## config.mk

```make
export PLATFORM = sky130hd
export DESIGN_NAME = aging_page_replacement_core_flat
export DESIGN_NICKNAME = d
export VERILOG_FILES = /design/src/hdl/apr_pkg.sv /design/src/hdl/apr_req_if.sv /design/src/hdl/apr_cell.sv /design/src/hdl/apr_ctrl.sv /design/src/hdl/aging_page_replacement_core.sv /design/src/flat_wrapper.sv
export SDC_FILE = /design/constraint.sdc
export NUM_CORES = 1
export LEC_CHECK = 0
export ABC_CLOCK_PERIOD_IN_PS = 6600
export BUFFER_PORTS_ARGS = -buffer_cell sky130_fd_sc_hd__buf_2
export CORE_ASPECT_RATIO = 0.6
export CORE_MARGIN = 2
export CORE_UTILIZATION = 50
export DETAILED_ROUTE_END_ITERATION = 6
export GPL_TIMING_DRIVEN = 0
export PLACE_DENSITY_LB_ADDON = 0.05
export SETUP_SLACK_MARGIN = 0.05
export SKIP_LAST_GASP = 1
export SYNTH_ARGS = -nofsm -noshare
export SYNTH_HDL_FRONTEND = slang
export SYNTH_HIERARCHICAL = 1
export SYNTH_SLANG_ARGS = --single-unit
```

## constraint.sdc

```tcl
create_clock -name clock -period 6.6 [get_ports clock]
set_input_delay 1.32 -clock clock [delete_from_list [all_inputs] [get_ports clock]]
set_output_delay 1.32 -clock clock [all_outputs]
set_load 0.01 [all_outputs]
```

## src/hdl/apr_pkg.sv

```systemverilog
// Shared constants and result type for the aging page replacement core.
package apr_pkg;

   localparam int PAGE_W   = 16;
   localparam int INDEX_W  = 4;
   localparam int FAULT_W  = 16;
   localparam int CFG_W    = 5;
   localparam int AGE_W    = 8;

   localparam logic [AGE_W-1:0]   AGE_MSB      = 8'h80;
   localparam logic [FAULT_W-1:0] FAULT_MAX    = 16'hFFFF;
   localparam logic [CFG_W-1:0]   FRAMES_RESET = 5'd16;

   typedef struct packed {
      logic               hit;
      logic [INDEX_W-1:0] frame_index;
      logic [FAULT_W-1:0] fault_count;
   } result_type;

endpackage

```

## src/hdl/apr_req_if.sv

```systemverilog
// Request, response and register-write channel interfaces.
interface apr_req_if;
   import apr_pkg::*;
   logic              valid;
   logic              ready;
   logic [PAGE_W-1:0] page;
   logic              start_run;
   modport source (output valid, output page, output start_run, input ready);
   modport sink   (input valid, input page, input start_run, output ready);
endinterface

interface apr_rsp_if;
   import apr_pkg::*;
   logic               valid;
   logic               ready;
   logic               hit;
   logic [INDEX_W-1:0] frame_index;
   logic [FAULT_W-1:0] fault_count;
   modport source (output valid, output hit, output frame_index, output fault_count,
                   input ready);
   modport sink   (input valid, input hit, input frame_index, input fault_count,
                   output ready);
endinterface

interface apr_csr_if;
   import apr_pkg::*;
   logic             valid;
   logic             ready;
   logic [CFG_W-1:0] data;
   modport source (output valid, output data, input ready);
   modport sink   (input valid, input data, output ready);
endinterface

```

## src/hdl/apr_cell.sv

```systemverilog
// One frame of the replacement chain: holds a frame and forwards the lookup probe.
module apr_cell #(
   parameter int MAX_FRAMES = 16,
   parameter int PAGE_BITS  = 16,
   parameter int K          = 0
) (
   input  logic clock,
   input  logic reset,
   input  logic [$clog2(MAX_FRAMES+1)-1:0] n_frames,
   input  logic clear,
   input  logic [((MAX_FRAMES > 1) ? $clog2(MAX_FRAMES) : 1)*2+PAGE_BITS+11:0] tok_in,
   output logic [((MAX_FRAMES > 1) ? $clog2(MAX_FRAMES) : 1)*2+PAGE_BITS+11:0] tok_out,
   input  logic [((MAX_FRAMES > 1) ? $clog2(MAX_FRAMES) : 1)+PAGE_BITS+1:0]   upd_in
);
   import apr_pkg::*;

   localparam int IDX_W = (MAX_FRAMES > 1) ? $clog2(MAX_FRAMES) : 1;

   typedef struct packed {
      logic                 valid;
      logic [PAGE_BITS-1:0] page;
      logic                 found;
      logic [IDX_W-1:0]     hit_idx;
      logic [AGE_W:0]       best_age;
      logic [IDX_W-1:0]     best_idx;
      logic                 spare;
   } token_type;

   typedef struct packed {
      logic                 valid;
      logic                 hit;
      logic [IDX_W-1:0]     idx;
      logic [PAGE_BITS-1:0] page;
   } update_type;

   token_type            tok_i;
   token_type            tok_ff;
   token_type            tok_in_next;
   update_type           upd;
   logic                 valid_ff,  valid_in;
   logic [PAGE_BITS-1:0] page_ff,   page_in;
   logic [AGE_W-1:0]     age_ff,    age_in;
   logic                 active;
   logic                 mine;
   logic [AGE_W-1:0]     age_eff;

   assign tok_i   = token_type'(tok_in);
   assign upd     = update_type'(upd_in);
   assign tok_out = tok_ff;
   assign active  = 32'(n_frames) > K;
   assign mine    = upd.idx == IDX_W'(K);
   assign age_eff = valid_ff ? age_ff : '0;

   // probe: first matching frame and lowest-index minimum age
   always_comb begin
      tok_in_next = tok_i;
      if (tok_i.valid && active) begin
         if (!tok_i.found && valid_ff && page_ff == tok_i.page) begin
            tok_in_next.found   = 1'b1;
            tok_in_next.hit_idx = IDX_W'(K);
         end
         if ({1'b0, age_eff} < tok_i.best_age) begin
            tok_in_next.best_age = {1'b0, age_eff};
            tok_in_next.best_idx = IDX_W'(K);
         end
      end
   end

   always_comb begin
      valid_in = valid_ff;
      page_in  = page_ff;
      age_in   = age_ff;
      if (clear) begin
         valid_in = 1'b0;
         age_in   = '0;
      end else if (upd.valid && active) begin
         if (mine && upd.hit) begin
            age_in = (age_ff | AGE_MSB) >> 1;
         end else if (mine) begin
            valid_in = 1'b1;
            page_in  = upd.page;
            age_in   = AGE_MSB >> 1;
         end else begin
            age_in = age_ff >> 1;
         end
      end
   end

   always_ff @(posedge clock) begin
      if (reset) begin
         valid_ff     <= 1'b0;
         age_ff       <= '0;
         tok_ff.valid <= 1'b0;
      end else begin
         valid_ff     <= valid_in;
         age_ff       <= age_in;
         tok_ff.valid <= tok_in_next.valid;
      end
      page_ff           <= page_in;
      tok_ff.page       <= tok_in_next.page;
      tok_ff.found      <= tok_in_next.found;
      tok_ff.hit_idx    <= tok_in_next.hit_idx;
      tok_ff.best_age   <= tok_in_next.best_age;
      tok_ff.best_idx   <= tok_in_next.best_idx;
      tok_ff.spare      <= tok_in_next.spare;
   end

endmodule

```

## src/hdl/apr_ctrl.sv

```systemverilog
// Sequencer: accepts references, launches probes, commits updates, holds results.
module apr_ctrl #(
   parameter int MAX_FRAMES = 16,
   parameter int PAGE_BITS  = 16
) (
   input  logic clock,
   input  logic reset,
   apr_req_if.sink   req_bus,
   apr_rsp_if.source rsp_bus,
   apr_csr_if.sink   csr_bus,
   output logic [$clog2(MAX_FRAMES+1)-1:0] n_frames,
   output logic clear,
   output logic [((MAX_FRAMES > 1) ? $clog2(MAX_FRAMES) : 1)*2+PAGE_BITS+11:0] tok_launch,
   input  logic [((MAX_FRAMES > 1) ? $clog2(MAX_FRAMES) : 1)*2+PAGE_BITS+11:0] tok_last,
   output logic [((MAX_FRAMES > 1) ? $clog2(MAX_FRAMES) : 1)+PAGE_BITS+1:0]   upd_out
);
   import apr_pkg::*;

   localparam int IDX_W = (MAX_FRAMES > 1) ? $clog2(MAX_FRAMES) : 1;
   localparam int CNT_W = $clog2(MAX_FRAMES+1);

   typedef struct packed {
      logic                 valid;
      logic [PAGE_BITS-1:0] page;
      logic                 found;
      logic [IDX_W-1:0]     hit_idx;
      logic [AGE_W:0]       best_age;
      logic [IDX_W-1:0]     best_idx;
      logic                 spare;
   } token_type;

   typedef struct packed {
      logic                 valid;
      logic                 hit;
      logic [IDX_W-1:0]     idx;
      logic [PAGE_BITS-1:0] page;
   } update_type;

   token_type              tok_ff;
   token_type              last;
   update_type             upd;
   logic [CFG_W-1:0]       csr_ff;
   logic                   busy_ff,  busy_in;
   logic [FAULT_W-1:0]     fault_ff, fault_in;
   result_type             rsp_ff, pend_ff, result;
   logic                   rsp_valid_ff, pend_valid_ff;
   logic                   accept, done, rsp_take;
   logic [IDX_W-1:0]       sel_idx;
   logic [IDX_W+3:0]       idx_wide;
   logic [PAGE_BITS+15:0]  page_wide;

   assign csr_bus.ready = 1'b1;

   always_comb begin
      if (csr_ff == '0) begin
         n_frames = CNT_W'(1);
      end else if (32'(csr_ff) > MAX_FRAMES) begin
         n_frames = CNT_W'(MAX_FRAMES);
      end else begin
         n_frames = CNT_W'(csr_ff);
      end
   end

   assign req_bus.ready = !busy_ff && !pend_valid_ff;
   assign accept        = req_bus.valid && req_bus.ready;
   assign clear         = accept && req_bus.start_run;
   assign page_wide     = {PAGE_BITS'(0), req_bus.page};

   assign last     = token_type'(tok_last);
   assign done     = last.valid;
   assign sel_idx  = last.found ? last.hit_idx : last.best_idx;
   assign idx_wide = {4'b0, sel_idx};

   assign upd.valid = done;
   assign upd.hit   = last.found;
   assign upd.idx   = sel_idx;
   assign upd.page  = last.page;
   assign upd_out   = upd;
   assign tok_launch = tok_ff;

   always_comb begin
      busy_in  = busy_ff;
      fault_in = fault_ff;
      if (accept) begin
         busy_in = 1'b1;
         if (req_bus.start_run) begin
            fault_in = '0;
         end
      end else if (done) begin
         busy_in = 1'b0;
         if (!last.found && fault_ff != FAULT_MAX) begin
            fault_in = fault_ff + 1'b1;
         end
      end
   end

   assign result.hit         = last.found;
   assign result.frame_index = idx_wide[3:0];
   assign result.fault_count = fault_in;

   assign rsp_take = rsp_valid_ff && rsp_bus.ready;

   always_ff @(posedge clock) begin
      if (reset) begin
         csr_ff        <= FRAMES_RESET;
         busy_ff       <= 1'b0;
         fault_ff      <= '0;
         tok_ff.valid  <= 1'b0;
         rsp_valid_ff  <= 1'b0;
         pend_valid_ff <= 1'b0;
      end else begin
         if (csr_bus.valid) begin
            csr_ff <= csr_bus.data;
         end
         busy_ff      <= busy_in;
         fault_ff     <= fault_in;
         tok_ff.valid <= accept;
         // completed result goes to the output, or parks while the output is stalled
         if (done) begin
            if (!rsp_valid_ff || rsp_bus.ready) begin
               rsp_valid_ff <= 1'b1;
            end else begin
               pend_valid_ff <= 1'b1;
            end
         end else if (rsp_take) begin
            if (pend_valid_ff) begin
               pend_valid_ff <= 1'b0;
            end else begin
               rsp_valid_ff <= 1'b0;
            end
         end
      end
      if (accept) begin
         tok_ff.page     <= page_wide[PAGE_BITS-1:0];
         tok_ff.found    <= 1'b0;
         tok_ff.hit_idx  <= '0;
         tok_ff.best_age <= {1'b1, {AGE_W{1'b0}}};
         tok_ff.best_idx <= '0;
         tok_ff.spare    <= 1'b0;
      end
      if (done) begin
         if (!rsp_valid_ff || rsp_bus.ready) begin
            rsp_ff <= result;
         end else begin
            pend_ff <= result;
         end
      end else if (rsp_take && pend_valid_ff) begin
         rsp_ff <= pend_ff;
      end
   end

   assign rsp_bus.valid       = rsp_valid_ff;
   assign rsp_bus.hit         = rsp_ff.hit;
   assign rsp_bus.frame_index = rsp_ff.frame_index;
   assign rsp_bus.fault_count = rsp_ff.fault_count;

endmodule

```

## src/hdl/aging_page_replacement_core.sv

```systemverilog
// Top level of the aging page replacement core: sequencer and chain of frame cells.
//
// Each page reference walks a chain of MAX_FRAMES frame cells, one cell per cycle,
// which finds the first resident match and the lowest-index frame of least age. The
// result is registered as the probe leaves the last cell, and in the same edge the
// chosen frame is updated and all active frames are aged. A new reference is taken
// only once the busy flag clears and no result is parked, so a reference's stay
// is set by the probe's trip through the cell chain. A finished result waits in the
// output register (with one more holding slot) while the next reference is already
// in the chain. The frame count register is written through the always-ready csr
// channel; the user must write it only while the core is idle (the core itself does
// not enforce this). Values of zero act as one and above MAX_FRAMES as MAX_FRAMES.
module aging_page_replacement_core #(
   parameter int MAX_FRAMES = 16,
   parameter int PAGE_BITS  = 16
) (
   input logic clock,
   input logic reset,
   apr_req_if.sink   req_bus,
   apr_rsp_if.source rsp_bus,
   apr_csr_if.sink   csr_bus
);
   import apr_pkg::*;

   localparam int IDX_W = (MAX_FRAMES > 1) ? $clog2(MAX_FRAMES) : 1;
   localparam int CNT_W = $clog2(MAX_FRAMES+1);
   localparam int TOK_W = IDX_W*2 + PAGE_BITS + 12;
   localparam int UPD_W = IDX_W + PAGE_BITS + 2;

   logic [CNT_W-1:0] n_frames;
   logic             clear;
   logic [TOK_W-1:0] tok_chain [MAX_FRAMES+1];
   logic [UPD_W-1:0] upd;

   apr_ctrl #(
      .MAX_FRAMES (MAX_FRAMES),
      .PAGE_BITS  (PAGE_BITS)
   ) u_ctrl (
      .clock      (clock),
      .reset      (reset),
      .req_bus    (req_bus),
      .rsp_bus    (rsp_bus),
      .csr_bus    (csr_bus),
      .n_frames   (n_frames),
      .clear      (clear),
      .tok_launch (tok_chain[0]),
      .tok_last   (tok_chain[MAX_FRAMES]),
      .upd_out    (upd)
   );

   for (genvar k = 0; k < MAX_FRAMES; k++) begin : g_cell
      apr_cell #(
         .MAX_FRAMES (MAX_FRAMES),
         .PAGE_BITS  (PAGE_BITS),
         .K          (k)
      ) u_cell (
         .clock    (clock),
         .reset    (reset),
         .n_frames (n_frames),
         .clear    (clear),
         .tok_in   (tok_chain[k]),
         .tok_out  (tok_chain[k+1]),
         .upd_in   (upd)
      );
   end

endmodule
```

## src/flat_wrapper.sv

```systemverilog
// flat-port wrapper written by rule: the top's interface ports become plain ports
module aging_page_replacement_core_flat import apr_pkg::*;
#(
   parameter int MAX_FRAMES = 16,
   parameter int PAGE_BITS  = 16
)
  (clock, reset, req_bus_valid, req_bus_page, req_bus_start_run, req_bus_ready, rsp_bus_valid, rsp_bus_hit, rsp_bus_frame_index, rsp_bus_fault_count, rsp_bus_ready, csr_bus_valid, csr_bus_data, csr_bus_ready);
  apr_req_if req_bus_i ();
  apr_rsp_if rsp_bus_i ();
  apr_csr_if csr_bus_i ();
  input logic clock;
  input logic reset;
  input wire logic [$bits(req_bus_i.valid)-1:0] req_bus_valid;
  input wire logic [$bits(req_bus_i.page)-1:0] req_bus_page;
  input wire logic [$bits(req_bus_i.start_run)-1:0] req_bus_start_run;
  output wire logic [$bits(req_bus_i.ready)-1:0] req_bus_ready;
  output wire logic [$bits(rsp_bus_i.valid)-1:0] rsp_bus_valid;
  output wire logic [$bits(rsp_bus_i.hit)-1:0] rsp_bus_hit;
  output wire logic [$bits(rsp_bus_i.frame_index)-1:0] rsp_bus_frame_index;
  output wire logic [$bits(rsp_bus_i.fault_count)-1:0] rsp_bus_fault_count;
  input wire logic [$bits(rsp_bus_i.ready)-1:0] rsp_bus_ready;
  input wire logic [$bits(csr_bus_i.valid)-1:0] csr_bus_valid;
  input wire logic [$bits(csr_bus_i.data)-1:0] csr_bus_data;
  output wire logic [$bits(csr_bus_i.ready)-1:0] csr_bus_ready;
  assign req_bus_i.valid = req_bus_valid;
  assign req_bus_i.page = req_bus_page;
  assign req_bus_i.start_run = req_bus_start_run;
  assign req_bus_ready = req_bus_i.ready;
  assign rsp_bus_valid = rsp_bus_i.valid;
  assign rsp_bus_hit = rsp_bus_i.hit;
  assign rsp_bus_frame_index = rsp_bus_i.frame_index;
  assign rsp_bus_fault_count = rsp_bus_i.fault_count;
  assign rsp_bus_i.ready = rsp_bus_ready;
  assign csr_bus_i.valid = csr_bus_valid;
  assign csr_bus_i.data = csr_bus_data;
  assign csr_bus_ready = csr_bus_i.ready;
  aging_page_replacement_core #(.MAX_FRAMES(MAX_FRAMES), .PAGE_BITS(PAGE_BITS)) u_core (.clock(clock), .reset(reset), .req_bus(req_bus_i), .rsp_bus(rsp_bus_i), .csr_bus(csr_bus_i));
endmodule
```

==> reports/qor.txt <==
Tcrit/Tclk final = 58.39%
P per Cell Area = 301.6 nW/um^2
Total track usage = 22.26%
Port Buf Inserts = 48
Outcome = completed
Avg WL per Cell = 20.42 um
Worst setup path category = reg2reg
Warnings from Yosys = 6
Leakage = 16.14 nW
Crit path time final = 3.854 ns
Initial Util = 50.88%
Clk slew on worst S/H paths = 0.06 ns
Fraction of layout cells with a size suffix above 1 = 17.80%
Drt drc = 0
Top delay family on crit path = simple AND/OR/NAND/NOR gates
Final Max Slew Viols = 0
H-tree lvl count = 3
Req. time, crit path = 6.89 ns
Fmax = 259.5 MHz
Peak VDD IR = 0.2191 mV
Worst Tran Pin Value = 1.287 ns
Die Ht = 216.8 um
Chip width = 358.7 um
Clk sinks = 1018
Clock power share = 42.0%
Max FO, Critical Path = 22
Worst Path Buf+Inv = 0
Switching share of power = 22.30%
Post-cts gate resize count = 0
CP startpoint kind = flip-flop
Cells on worst reg2reg path = 4
Die area = 77770 um^2
Crit path cell chain = mux2_2, nor4b_1, nand3b_1, nor2_2
Setup TNS Final = 0 ns
Slew HR = 13.87%
DR iter-0 viols = 1957
Core ar. = 74180 um^2
Area growth syn-to-layout = 13.17%
Crit end category = flip-flop
Cells after synthesis = 2933
CTS Hold Bufs = 0
Inserted Clock Buffers = 92
Most frequent cells in the layout = 704 x dfxtp_1, 314 x edfxtp_1, 145 x inv_1
CTS tree = yes
Final Instance Area = 42710 um^2
DP HPWL = 61.77 mm
First-pass GRT wire length = 130.9 mm
Vias post-DR = 22080
Max Clock Skew = 0.02778 ns
Placer Congestion = 0.7992
Internal power = 10.01 mW
Avg Cell Area, Syn = 12.87 um^2
Hold path cells = 0
CP max stage cell = nor4b_1
Share of total power in combinational logic = 4.8%
Met3 Usage GRT = 4.679%
Vias per inst = 5.277
# Max-Cap Violations = 0
Worst r2r src = u_core/g_cell[15].u_cell/tok_out[18]
Max Buffers Root-to-Sink = 3
Commonest non-fill, non-tap cell in the layout = dfxtp_1
Post-synth design cell area = 37740 um^2
Crit. path cell count = 4
Area post-placement = 39630 um^2
Reg-to-reg endpoint = u_core/g_cell[1].u_cell/page_ff[3]
Fill cell count = 6072
R2R Setup Slk = 2.75 ns
Setup crit end = u_core/g_cell[1].u_cell/page_ff[3]
Antenna violations before repair = 4
Post CTS Setup Buffer Count = 0
Largest net degree at the start of global routing = 35
RSZ-0062 raised after global routing = no
Critical Path AT = 4.15 ns
Met2 usage = 26.84%
Sequential cell fraction of total power = 53.3%
Routed Antenna Nets = 0
Vias in the first global route = 21370
DRT Pass-1 Iters = 5
# diodes = 0
CP peak stage delay = 0.92 ns
Total Wirelength = 85.45 mm
Busiest grt layer = met1
Row Count = 77
Hold Crit Class = reg2reg
Worst-Skew Late Latency = 0.69 ns
Total Nets Final = 3242
# setup viols final = 0
Met1 Usage GRT = 38.40%
GRT Residual Overflow = 0
Number of top-level pins = 51
Net load switching power = 2.873 mW
Crit path launch = u_core/g_cell[15].u_cell/tok_out[18]
Final Hold Fails = 0
CTS root buffer = clkbuf_16
registers in the layout, indices dropped and copies added (netlist names):
| signal | cells |
|---|---|
| u_core/g_cell.u_cell/age_ff | 112 |
| u_core/g_cell.u_cell/page_ff | 256 |
| u_core/g_cell.u_cell/tok_out | 551 |
| u_core/g_cell.u_cell/valid_ff | 16 |
| u_core/u_ctrl/busy_ff | 1 |
| u_core/u_ctrl/csr_ff | 5 |
| u_core/u_ctrl/fault_ff | 16 |
| u_core/u_ctrl/pend_ff | 21 |
| u_core/u_ctrl/pend_valid_ff | 1 |
| u_core/u_ctrl/rsp_bus.fault_count | 16 |
| u_core/u_ctrl/rsp_bus.frame_index | 4 |
| u_core/u_ctrl/rsp_bus.hit | 1 |
| u_core/u_ctrl/rsp_bus.valid | 1 |
| u_core/u_ctrl/tok_launch | 17 |
worst min path at each step:
stage,start,end,slack [ns]
after floorplan,u_core/g_cell[9].u_cell/tok_out[19],u_core/g_cell[10].u_cell/tok_out[19],0.35
after global placement,u_core/g_cell[14].u_cell/tok_out[22],u_core/g_cell[15].u_cell/tok_out[22],0.35
after detailed placement,u_core/g_cell[14].u_cell/tok_out[26],u_core/g_cell[15].u_cell/tok_out[26],0.35
after CTS,u_core/g_cell[1].u_cell/tok_out[26],u_core/g_cell[2].u_cell/tok_out[26],0.36
after global routing,u_core/g_cell[11].u_cell/tok_out[33],u_core/g_cell[12].u_cell/tok_out[33],0.37
final,u_core/g_cell[6].u_cell/tok_out[22],u_core/g_cell[7].u_cell/tok_out[22],0.36
worst register-to-register path: stages, from the launching register on:
cell,delay (ns)
dfxtp_1,0.74
mux2_2,0.65
nor4b_1,0.93
nand3b_1,0.34
nor2_2,0.80
per-stage QoR:
step | total power [mW] | hold WS (ns) | instances | setup WS (ns) | util, %
floorplan | 7.355 | 0.3489 | 2950 | 2.285 | -
detailed placement | 7.598 | 0.3539 | 4011 | 2.794 | 53.42
CTS | 13.00 | 0.3627 | 4184 | 2.774 | 57.58
finish | 12.88 | 0.3557 | 4184 | 2.746 | 57.58
global placement | 7.582 | 0.3534 | 3985 | 0.3221 | 52.95
global route | 13.34 | 0.3685 | 4184 | 2.536 | 57.58
power groups by stage:
stage,sequential (mW),clock [mW],combinational (mW)
finish,6.86,5.41,0.612
global route,6.88,5.79,0.667
CTS,6.86,5.53,0.610
detailed placement,6.99,0,0.604
global placement,6.99,0,0.589
floorplan,6.92,0,0.433
layout make-up:
class                           instances  area [um^2]  area share (%)
Clock buffer                          138         2679           6.271
Timing Repair Buffer                   74        493.0           1.154
Inverter                              148        559.3           1.309
Buffer                                109        708.2           1.658
Sequential cell                      1018        23520           55.07
Clock inverter                         35        404.1          0.9461
Tap cell                              987         1235           2.891
Multi-Input combinational cell       1675        13110           30.70
routing by layer:
metal  wire length [um]  share of wire, %  vias up
met5                  0                 0        -
met4               1650               1.9        0
met3               5432               6.4      120
met2              30290                35      574
met1              48080                56    10730
li1                   -                 -    10650
Power figures use the tool's default switching activity.
